$ cat src/design/srg_pkg.sv
// shared types and constants for the stepper trapezoid ramp generator
package srg_pkg;

   // width of the step counter, 8 to 32
   localparam int STEP_BITS = 32;

   localparam int PERIOD_BITS  = 8;
   localparam int WINDOW_BITS  = 16;
   localparam int COUNT_BITS   = 32;
   localparam int CSR_ADDR_BITS = 1;
   localparam int CSR_DATA_BITS = 16;
   localparam int REQ_DATA_BITS = 40;
   localparam int RSP_DATA_BITS = 48;

   localparam logic [PERIOD_BITS-1:0] SLOWEST_RESET = 8'd30;
   localparam logic [WINDOW_BITS-1:0] WINDOW_RESET  = 16'd3000;
   localparam logic [PERIOD_BITS-1:0] PERIOD_RESET  = 8'd20;

   typedef enum logic [CSR_ADDR_BITS-1:0] {
      CSR_SLOWEST_PERIOD = 1'b0,
      CSR_DECEL_WINDOW   = 1'b1
   } csr_addr_type;

   typedef enum logic [2:0] {
      ACT_FAST_TICK = 3'd0,
      ACT_RAMP_TICK = 3'd1,
      ACT_GO        = 3'd2,
      ACT_ESTOP     = 3'd3,
      ACT_SOFT_STOP = 3'd4
   } action_type;

   typedef enum logic [1:0] {
      MODE_HOLD  = 2'd0,
      MODE_ACCEL = 2'd1,
      MODE_DECEL = 2'd2
   } ramp_mode_type;

   typedef struct packed {
      logic [2:0]            action;
      logic                  direction;
      logic [COUNT_BITS-1:0] step_total;
   } req_item_type;

   typedef struct packed {
      logic [PERIOD_BITS-1:0] current_period;
      logic [COUNT_BITS-1:0]  steps_left;
      logic                   stop_flag;
      logic                   motor_enable;
      logic                   dir_positive;
      logic                   step_pulse;
   } rsp_item_type;

endpackage

$ cat src/design/srg_in_reg.sv
// input holding register for one request transfer
module srg_in_reg (
   input  logic                  clock,
   input  logic                  reset,
   input  logic                  in_valid,
   input  srg_pkg::req_item_type in_item,
   output logic                  in_ready,
   input  logic                  take,
   output logic                  held_valid,
   output srg_pkg::req_item_type held_item
);

   logic                  valid_ff;
   logic                  valid_in;
   srg_pkg::req_item_type item_ff;

   assign in_ready   = !valid_ff || take;
   assign held_valid = valid_ff;
   assign held_item  = item_ff;

   always_comb begin
      valid_in = valid_ff;
      if (in_ready) begin
         valid_in = in_valid;
      end
   end

   always_ff @(posedge clock) begin
      if (reset) begin
         valid_ff <= 1'b0;
      end else begin
         valid_ff <= valid_in;
      end
   end

   always_ff @(posedge clock) begin
      if (in_ready && in_valid) begin
         item_ff <= in_item;
      end
   end

endmodule

$ cat src/design/srg_engine.sv
// motion state registers and the per-event update logic
module srg_engine (
   input  logic                                 clock,
   input  logic                                 reset,
   input  logic                                 fire,
   input  srg_pkg::req_item_type                item,
   input  logic [srg_pkg::PERIOD_BITS-1:0]      slowest_period,
   input  logic [srg_pkg::WINDOW_BITS-1:0]      decel_window,
   output srg_pkg::rsp_item_type                result
);

   logic [srg_pkg::STEP_BITS-1:0]   remaining_ff, remaining_in;
   logic [srg_pkg::PERIOD_BITS-1:0] countdown_ff, countdown_in;
   logic [srg_pkg::PERIOD_BITS-1:0] period_ff, period_in;
   srg_pkg::ramp_mode_type          mode_ff, mode_in;
   logic                            stop_ff, stop_in;
   logic                            dir_ff, dir_in;
   logic                            drivers_ff, drivers_in;
   logic                            pulse;

   logic [srg_pkg::PERIOD_BITS-1:0] slowest_eff;
   logic [srg_pkg::COUNT_BITS-1:0]  remaining_wide;
   logic [srg_pkg::COUNT_BITS-1:0]  window_wide;
   logic                            below_window;

   // zero slowest period acts as one
   assign slowest_eff    = (slowest_period == '0) ? srg_pkg::PERIOD_BITS'(1) : slowest_period;
   assign remaining_wide = srg_pkg::COUNT_BITS'(remaining_ff);
   assign window_wide    = srg_pkg::COUNT_BITS'(decel_window);
   assign below_window   = remaining_wide < window_wide;

   always_comb begin
      remaining_in = remaining_ff;
      countdown_in = countdown_ff;
      period_in    = period_ff;
      mode_in      = mode_ff;
      stop_in      = stop_ff;
      dir_in       = dir_ff;
      drivers_in   = drivers_ff;
      pulse        = 1'b0;
      unique case (srg_pkg::action_type'(item.action))
         srg_pkg::ACT_FAST_TICK: begin
            if (countdown_ff != '0) begin
               countdown_in = countdown_ff - 1'b1;
            end else begin
               countdown_in = period_ff;
               if (remaining_ff == srg_pkg::STEP_BITS'(1)) begin
                  stop_in = 1'b1;
               end
               if (remaining_ff != '0) begin
                  remaining_in = remaining_ff - 1'b1;
                  pulse        = 1'b1;
               end
            end
         end
         srg_pkg::ACT_RAMP_TICK: begin
            if (remaining_ff == '0) begin
               drivers_in = 1'b0;
            end
            if (below_window) begin
               mode_in = srg_pkg::MODE_DECEL;
            end
            if (mode_in == srg_pkg::MODE_ACCEL) begin
               if (period_ff > srg_pkg::PERIOD_BITS'(1)) begin
                  period_in = period_ff - 1'b1;
               end else begin
                  mode_in   = srg_pkg::MODE_HOLD;
                  period_in = srg_pkg::PERIOD_BITS'(1);
               end
            end
            if (mode_in == srg_pkg::MODE_DECEL) begin
               if (period_ff < slowest_eff) begin
                  period_in = period_ff + 1'b1;
               end
            end
         end
         srg_pkg::ACT_GO: begin
            dir_in       = item.direction;
            remaining_in = item.step_total[srg_pkg::STEP_BITS-1:0];
            countdown_in = '0;
            period_in    = slowest_eff;
            mode_in      = srg_pkg::MODE_ACCEL;
            stop_in      = 1'b0;
            drivers_in   = 1'b1;
         end
         srg_pkg::ACT_ESTOP: begin
            remaining_in = '0;
            mode_in      = srg_pkg::MODE_HOLD;
            stop_in      = 1'b1;
         end
         srg_pkg::ACT_SOFT_STOP: begin
            if (remaining_wide > window_wide) begin
               remaining_in = srg_pkg::STEP_BITS'(decel_window);
            end
         end
         default: begin
         end
      endcase
   end

   assign result.step_pulse     = pulse;
   assign result.dir_positive   = dir_in;
   assign result.motor_enable   = drivers_in;
   assign result.stop_flag      = stop_in;
   assign result.steps_left     = srg_pkg::COUNT_BITS'(remaining_in);
   assign result.current_period = period_in;

   always_ff @(posedge clock) begin
      if (reset) begin
         remaining_ff <= '0;
         countdown_ff <= '0;
         period_ff    <= srg_pkg::PERIOD_RESET;
         mode_ff      <= srg_pkg::MODE_HOLD;
         stop_ff      <= 1'b0;
         dir_ff       <= 1'b0;
         drivers_ff   <= 1'b1;
      end else if (fire) begin
         remaining_ff <= remaining_in;
         countdown_ff <= countdown_in;
         period_ff    <= period_in;
         mode_ff      <= mode_in;
         stop_ff      <= stop_in;
         dir_ff       <= dir_in;
         drivers_ff   <= drivers_in;
      end
   end

endmodule

$ cat src/design/stepper_trapezoid_ramp_generator_core.sv
// top level of the stepper pulse generator with trapezoidal ramp
//
// every request transfer carries one event (fast tick, ramp tick, go,
// emergency stop or soft stop) and yields exactly one response transfer with
// the status after that event. an event is taken every cycle while the
// response side does not stall: the request sits in the input register, the
// motion state registers update as it moves on, and the status lands in the
// response register, so the throughput is one transfer per cycle while
// responses are taken. the input register refills while a finished response
// still waits, so a stalled response side costs at most the one extra slot.
// configuration writes go through the csr port and take effect on the next
// event; write them only while no event is in flight.
module stepper_trapezoid_ramp_generator_core (
   input  logic                                clock,
   input  logic                                reset,
   // request channel
   input  logic                                req_tvalid,
   output logic                                req_tready,
   // [0] direction, [32:1] step_total, [39:33] zero
   input  logic [srg_pkg::REQ_DATA_BITS-1:0]   req_tdata,
   // [2:0] action
   input  logic [2:0]                          req_tuser,
   // response channel
   output logic                                rsp_tvalid,
   input  logic                                rsp_tready,
   // [0] step_pulse, [1] dir_positive, [2] motor_enable, [3] stop_flag,
   // [35:4] steps_left, [43:36] current_period, [47:44] zero
   output logic [srg_pkg::RSP_DATA_BITS-1:0]   rsp_tdata,
   // configuration write port
   input  logic                                csr_we,
   input  logic [srg_pkg::CSR_ADDR_BITS-1:0]   csr_addr,
   input  logic [srg_pkg::CSR_DATA_BITS-1:0]   csr_wdata
);

   // configuration registers
   logic [srg_pkg::PERIOD_BITS-1:0] slowest_ff;
   logic [srg_pkg::WINDOW_BITS-1:0] window_ff;

   // request path
   srg_pkg::req_item_type req_item;
   srg_pkg::req_item_type held_item;
   logic                  held_valid;

   // response register
   logic                  rsp_valid_ff, rsp_valid_in;
   srg_pkg::rsp_item_type rsp_item_ff;
   srg_pkg::rsp_item_type result;

   logic out_free;
   logic fire;

   assign req_item.action     = req_tuser;
   assign req_item.direction  = req_tdata[0];
   assign req_item.step_total = req_tdata[srg_pkg::COUNT_BITS:1];

   // held event moves on when the response slot is empty or being drained
   assign out_free = !rsp_valid_ff || rsp_tready;
   assign fire     = held_valid && out_free;

   always_ff @(posedge clock) begin
      if (reset) begin
         slowest_ff <= srg_pkg::SLOWEST_RESET;
         window_ff  <= srg_pkg::WINDOW_RESET;
      end else if (csr_we) begin
         unique case (srg_pkg::csr_addr_type'(csr_addr))
            srg_pkg::CSR_SLOWEST_PERIOD: slowest_ff <= csr_wdata[srg_pkg::PERIOD_BITS-1:0];
            srg_pkg::CSR_DECEL_WINDOW:   window_ff  <= csr_wdata;
            default: begin
            end
         endcase
      end
   end

   srg_in_reg u_in_reg (
      .clock      (clock),
      .reset      (reset),
      .in_valid   (req_tvalid),
      .in_item    (req_item),
      .in_ready   (req_tready),
      .take       (out_free),
      .held_valid (held_valid),
      .held_item  (held_item)
   );

   srg_engine u_engine (
      .clock          (clock),
      .reset          (reset),
      .fire           (fire),
      .item           (held_item),
      .slowest_period (slowest_ff),
      .decel_window   (window_ff),
      .result         (result)
   );

   // response slot: loads on fire, empties on a transfer
   always_comb begin
      rsp_valid_in = rsp_valid_ff;
      if (out_free) begin
         rsp_valid_in = held_valid;
      end
   end

   always_ff @(posedge clock) begin
      if (reset) begin
         rsp_valid_ff <= 1'b0;
      end else begin
         rsp_valid_ff <= rsp_valid_in;
      end
   end

   always_ff @(posedge clock) begin
      if (fire) begin
         rsp_item_ff <= result;
      end
   end

   assign rsp_tvalid = rsp_valid_ff;
   assign rsp_tdata  = srg_pkg::RSP_DATA_BITS'(rsp_item_ff);

endmodule

$ cat config.mk
export PLATFORM = sky130hd
export DESIGN_NAME = stepper_trapezoid_ramp_generator_core
export DESIGN_NICKNAME = d
export VERILOG_FILES = /design/src/design/srg_pkg.sv /design/src/design/srg_in_reg.sv /design/src/design/srg_engine.sv /design/src/design/stepper_trapezoid_ramp_generator_core.sv
export SDC_FILE = /design/constraint.sdc
export NUM_CORES = 1
export LEC_CHECK = 0
export ABC_AREA = 1
export BUFFER_PORTS_ARGS = -buffer_cell sky130_fd_sc_hd__clkbuf_2
export CELL_PAD_IN_SITES_DETAIL_PLACEMENT = 1
export CELL_PAD_IN_SITES_GLOBAL_PLACEMENT = 1
export CORE_AREA = 4 4 157 159
export DETAILED_ROUTE_END_ITERATION = 12
export DIE_AREA = 0 0 161 163
export PLACE_DENSITY_LB_ADDON = 0.2
export SYNTH_ARGS = -nofsm -noshare
export SYNTH_HDL_FRONTEND = slang
export SYNTH_HIERARCHICAL = 1
export SYNTH_SLANG_ARGS = --single-unit
$ cat constraint.sdc
create_clock -name clock -period 10.86 [get_ports clock]
set_input_delay 2.715 -clock clock [delete_from_list [all_inputs] [get_ports clock]]
set_output_delay 2.715 -clock clock [all_outputs]
set_load 0.005 [all_outputs]
==> results of run 1 <==
==> report_power, final <==
part | internal (mW) | total (mW) | switching (mW)
registers | 0.673 | 0.710 | 0.0367
clock network | 0.321 | 0.577 | 0.255
logic | 0.0947 | 0.295 | 0.200
==> final timing paths <==
| check | from | end | cells after the start | slack, ps |
|---|---|---|---|---|
| max reg2reg | window_ff[15] | rsp_tdata[16] | 11 | 7380 |
| min | u_engine/countdown_ff[5] | u_engine/countdown_ff[5] | 2 | 470 |
| min reg2reg | u_engine/countdown_ff[5] | u_engine/countdown_ff[5] | 2 | 470 |
| max | rsp_tready | req_tready | 6 | 4880 |
==> layout make-up <==
type | count | area share, %
inverters | 161 | 5.874
multi-input cells | 843 | 41.55
repair buffers | 109 | 5.359
clock buffers | 22 | 4.642
clock inverters | 10 | 0.6699
flip-flops and latches | 159 | 38.09
well taps | 319 | 3.816
==> synth_stat cells (2+ instances only) <==
cell,number
buf_4,9
nor2_1,150
nand2_2,7
or2_2,2
nor3_1,5
o21ai_0,50
o21ai_1,10
nor2_8,3
inv_1,149
clkbuf_1,29
a21oi_1,49
buf_2,6
nand2_1,293
inv_2,4
nand3_2,9
buf_6,5
o22ai_1,7
clkinv_1,6
nand4_1,31
nor2_4,2
nor2_2,4
o211ai_1,37
ha_1,30
xor2_1,24
nand2_4,4
dfxtp_1,79
nand3_1,108
inv_6,2
edfxtp_1,80
==> logic make-up after synthesis <==
family,synth area share [%]
AND/OR/NAND/NOR,29.93
XOR/XNOR,2.382
flip-flops,43.33
adder cells (fa/ha/maj),4.083
AO/OA/AOI/OAI,10.28
other,0.04079
buffers and inverters,9.962
==> stage by stage <==
stage | total power, mW | util, %
CTS | 1.596 | 44.96
global route | 1.668 | 44.96
floorplan | 0.9192 | -
global placement | 1.007 | 42.57
finish | 1.581 | 44.96
detailed placement | 1.016 | 42.57
==> worst reg2reg max path, cell delays in order, from the launching register on <==
cell and delay [ps]:
dfxtp_1 450, inv_1 70, ha_1 300, nand2_1 60, inv_1 70, nand3_1 110, nor2_1 150, nand2_1 70
nand2_1 410, nand2_1 770, o211ai_1 550, nand3_1 190
==> cells in the final DEF (no fill, tap or decap), drive strengths merged, types with 2 or more instances in the layout <==
| master | count |
|---|---|
| clkinv | 8 |
| nand2 | 304 |
| nand3 | 117 |
| or2 | 2 |
| o22ai | 7 |
| nand4 | 31 |
| buf | 6 |
| nor2 | 159 |
| edfxtp | 80 |
| a21oi | 50 |
| o21ai | 61 |
| conb | 4 |
| clkbuf | 125 |
| ha | 30 |
| xor2 | 24 |
| dfxtp | 79 |
| o211ai | 37 |
| inv | 163 |
| nor3 | 6 |
==> routing by layer <==
metal	global-route usage, %	routed length (microns)	up-vias
li1	-	-	4149
met1	31.04	13700	4052
met2	35.65	12950	166
met3	2.987	988	26
met4	6.204	486	0
met5	0	0	-
==> state kept, by name, indices dropped and copies added, names as in the netlist <==
register               cells
u_engine/mode_ff           2
u_engine/drivers_ff        1
slowest_ff                 8
u_in_reg/held_valid        1
u_in_reg/held_item        36
u_engine/remaining_ff     32
window_ff                 16
u_engine/period_ff         8
u_engine/stop_ff           1
u_engine/countdown_ff      8
rsp_tdata                 44
u_engine/dir_ff            1
rsp_tvalid                 1
==> out/results.ini, run 1 <==
[outcome]
outcome = complete, no violations

[yosys]
synth_warnings = 6
synth_flop_cell = edfxtp_1
syn-cell-area_sq_um = 9194
synth.top_cells.by_area = edfxtp_1, dfxtp_1, nand2_1, nor2_1, inv_1
synth_enable_flop_cells = 80
ys_ff_latch = 159
yosysSeqAreaShare_pct = 43.33
synth_cells = 1212
synth_area_leader_cell = edfxtp_1
synth.top_cell.area_share_pct = 26.13
synthArstFlopShare_pct = 0
syn_area_per_cell_sq_um = 7.586
synth_cell_types = 47

[clocking]
cts_buffer_depth = 2
cts_hold_buf = 0
htree_levels = 4
cts_resized = 0
clock_latency_ps = 430
cts-buffers-inserted = 17
cts_setup_buffers = 0
clock_sinks = 159
cts_tree = yes
cts.reportedPaths.clkPinSlew_ps = 60
cts_root_buf = clkbuf_16

[cells_and_area]
layout-drive-gt1-share_pct = 14.19
final_area_sq_um = 10460
regArea_sq_um = 3984
fillers = 2954
n_antenna_cell = 0
areaGrowthSynthToFinish_pct = 13.76
multi_input_area_sq_um = 4345
fin_cells = 1623
final_nets = 1386

[sta]
slew_headroom_pct = 29.08
rsz0062_at_grt = no
fin_setup_tns_ps = 0
hold_slack_ps = 469.3
setup_viol = 0
fin_crit_sh_pct = 55.09
hold_viol = 0
max_freq_ghz = 0.1672
setup_ws_ps = 4877
fin_crit_ps = 5983
tightest_slew_ps = 1061
skew_ps = 11.75
drv_slew = 0

[setup_path]
crit_required_ps = 8150
critical_path_buf_inv_count = 4
cp_max_fo = 2
crit_top_cell = clkbuf_2
cp_slowest_cell = clkbuf_2
end_kind = primary output
slowest_delay_ps = 130
path_cells = clkbuf_2, inv_1, nand2_1, inv_2, nand2_2, clkbuf_2
cp.arrival_ps = 3270
path_class = primary input to primary output
crit_family = buffers and inverters
cp-start-kind = primary input

[placed_design]
dpl.cell_count = 1591
dp_hpwl_microns = 20240
place.gp.congestion = 0.8923
pre_cts_slack_ps = 4863
place_area_sq_um = 9903
numPortBuffers = 103

[drt]
first_pass_iters = 5
wl_per_cell_microns = 17.33
vias = 8393
postRouteAntennaNets = 0
viasPerCell = 5.171
drc = 0
first_iter_violations = 486
wl_microns = 28120

[power]
ir_drop_mv = 0.06736
p_leak_nw = 4.869
p_per_area_nw_per_um2 = 151.2

[global_routing]
grt_usage_pct = 22.02
grt_max_degree = 70
grt_overflow = 0
antenna_found_initial = 0
grt_pass1_vias = 8444
grt_pass1_wl_microns = 45910

[die]
ios = 115
coreArea_sq_um = 23260
floorplan.rows = 56
die_w_microns = 161
die_height_microns = 163
dieArea_sq_um = 26240
floorplan.initialDensity_pct = 39.52

[hold_path]
hold_path.class = register to register

[run]
maxCapViolations = 0

No activity file was read; power rests on OpenSTA's default activity.
==> inputs of run 2 (changes only) <==
- clock period: 10.86 -> 6.3 ns (I/O delays scaled with it)
==> run 2 against run 1 <==
  * Count of clock-buffer cells in the layout is 2 higher
  * Register-to-register slack lost 4700 ps
  * Routed wire length rose by 0.62%
  * Hold slack improved by 10 ps
  * Largest power group unchanged
==> out/results.ini, run 2 (synthesized netlist as in run 1, its figures left out) <==
[outcome]
outcome = complete, no violations

[clocking]
cts_resized = 0  ; unchanged
cts.reportedPaths.clkPinSlew_ps = 60  ; about the same
cts_root_buf = clkbuf_16
cts_hold_buf = 0  ; unchanged
clock_latency_ps = 440  ; about the same
cts_tree = yes
cts_buffer_depth = 2  ; unchanged
clock_sinks = 159  ; unchanged
cts-buffers-inserted = 17  ; unchanged
htree_levels = 4  ; unchanged
cts_setup_buffers = 0  ; unchanged

[run]
maxCapViolations = 0  ; unchanged

[cells_and_area]
final_area_sq_um = 10510  ; +0.48%
fillers = 2971  ; +0.58%
multi_input_area_sq_um = 4345  ; unchanged
mostFrequentLayoutCells = nand2_1, inv_1, nor2_1
layout-drive-gt1-share_pct = 14.19  ; unchanged
largest_reg_flops = 44  ; unchanged
fin_cells = 1623  ; unchanged
final_nets = 1386  ; unchanged
regArea_sq_um = 3984  ; unchanged
utilization_pct = 45.18  ; +0.22 points
areaGrowthSynthToFinish_pct = 14.30
layout_commonest_cell = nand2_1
n_antenna_cell = 0  ; unchanged

[global_routing]
grt_pass1_wl_microns = 46150  ; +0.51%
grt_usage_pct = 22.14  ; +0.12 points
grt_overflow = 0  ; unchanged
grt_max_degree = 69  ; -1.4%
antenna_found_initial = 0  ; unchanged
grt_pass1_vias = 8598  ; +1.8%

[sta]
skew_ps = 12.25  ; +0.4935 ps
setup_ws_ps = 2599  ; -2278 ps
slew_headroom_pct = 25.44  ; -3.6 points
fin_setup_tns_ps = 0  ; unchanged
max_freq_ghz = 0.2702
drv_slew = 0  ; unchanged
rsz0062_at_grt = no
fin_crit_sh_pct = 58.74
setup_viol = 0  ; unchanged
hold_viol = 0  ; unchanged
hold_slack_ps = 479.5  ; +10.14 ps
tightest_slew_ps = 1116  ; +54.60 ps
fin_crit_ps = 3701

[placed_design]
numPortBuffers = 103  ; unchanged
place.gp.congestion = 0.8851  ; -0.81%
pre_cts_slack_ps = 2588  ; -2275 ps
dpl.cell_count = 1591  ; unchanged
dp_hpwl_microns = 19850  ; -1.9%
place_area_sq_um = 9903  ; unchanged

[setup_path]
end_kind = primary output
cp-start-kind = primary input
path_class = primary input to primary output
crit_required_ps = 4720  ; -3430 ps
cp.arrival_ps = 2130  ; -1140 ps
rr_worst_depth = 11  ; unchanged
cp_max_fo = 2  ; unchanged

[power]
p_total_mw = 2.796  ; +77%
p_leak_nw = 4.890  ; +0.43%
p_per_area_nw_per_um2 = 266.1  ; +76%
ir_drop_mv = 0.1206  ; +79%

[die]
die_w_microns = 161  ; unchanged
floorplan.rows = 56  ; unchanged
ios = 115  ; unchanged
die_height_microns = 163  ; unchanged
coreArea_sq_um = 23260  ; unchanged
dieArea_sq_um = 26240  ; unchanged
floorplan.initialDensity_pct = 39.52  ; unchanged

[drt]
viasPerCell = 5.148  ; -0.44%
postRouteAntennaNets = 0  ; unchanged
first_pass_iters = 5  ; unchanged
vias = 8356  ; -0.44%
wl_microns = 28300  ; +0.62%
wl_per_cell_microns = 17.43  ; +0.62%
drc = 0  ; unchanged
first_iter_violations = 512  ; +5.3%

[hold_path]
hold_path.class = register to register
whs_path_depth = 2  ; unchanged

run 2: worst paths after layout:
path,startpoint,slack [ps],to
worst max-delay path,rsp_tready,2600,req_tready
worst min register to register,u_engine/drivers_ff,480,u_engine/drivers_ff
worst max register to register,window_ff[15],2710,rsp_tdata[17]
worst min-delay path,u_engine/drivers_ff,480,u_engine/drivers_ff
run 2: layout make-up:
type | instances | share of cell area, %
multi-input combinational | 843 | 41.35
sequential | 159 | 37.91
inverter | 161 | 5.846
timing repair buffer | 109 | 5.334
clock buffer | 24 | 5.203
tap | 319 | 3.798
clock inverter | 8 | 0.5596
run 2: power breakdown:
group          internal [mW]  total (mW)  switching (mW)
clock network          0.615        1.06           0.445
logic                  0.164       0.514           0.350
registers               1.16        1.22          0.0619
run 2: critical path, stage by stage:
cell and delay [ps]:
clkbuf_2 80, inv_1 90, nand2_1 100, inv_2 90, nand2_2 60, clkbuf_2 130
run 2: routing by layer:
| metal | routed length, microns | GRT usage [%] |
|---|---|---|
| met1 | 13810 | 30.34 |
| met2 | 13320 | 37.09 |
| met3 | 833 | 3.619 |
| met4 | 334 | 4.924 |
| met5 | 0 | 0 |
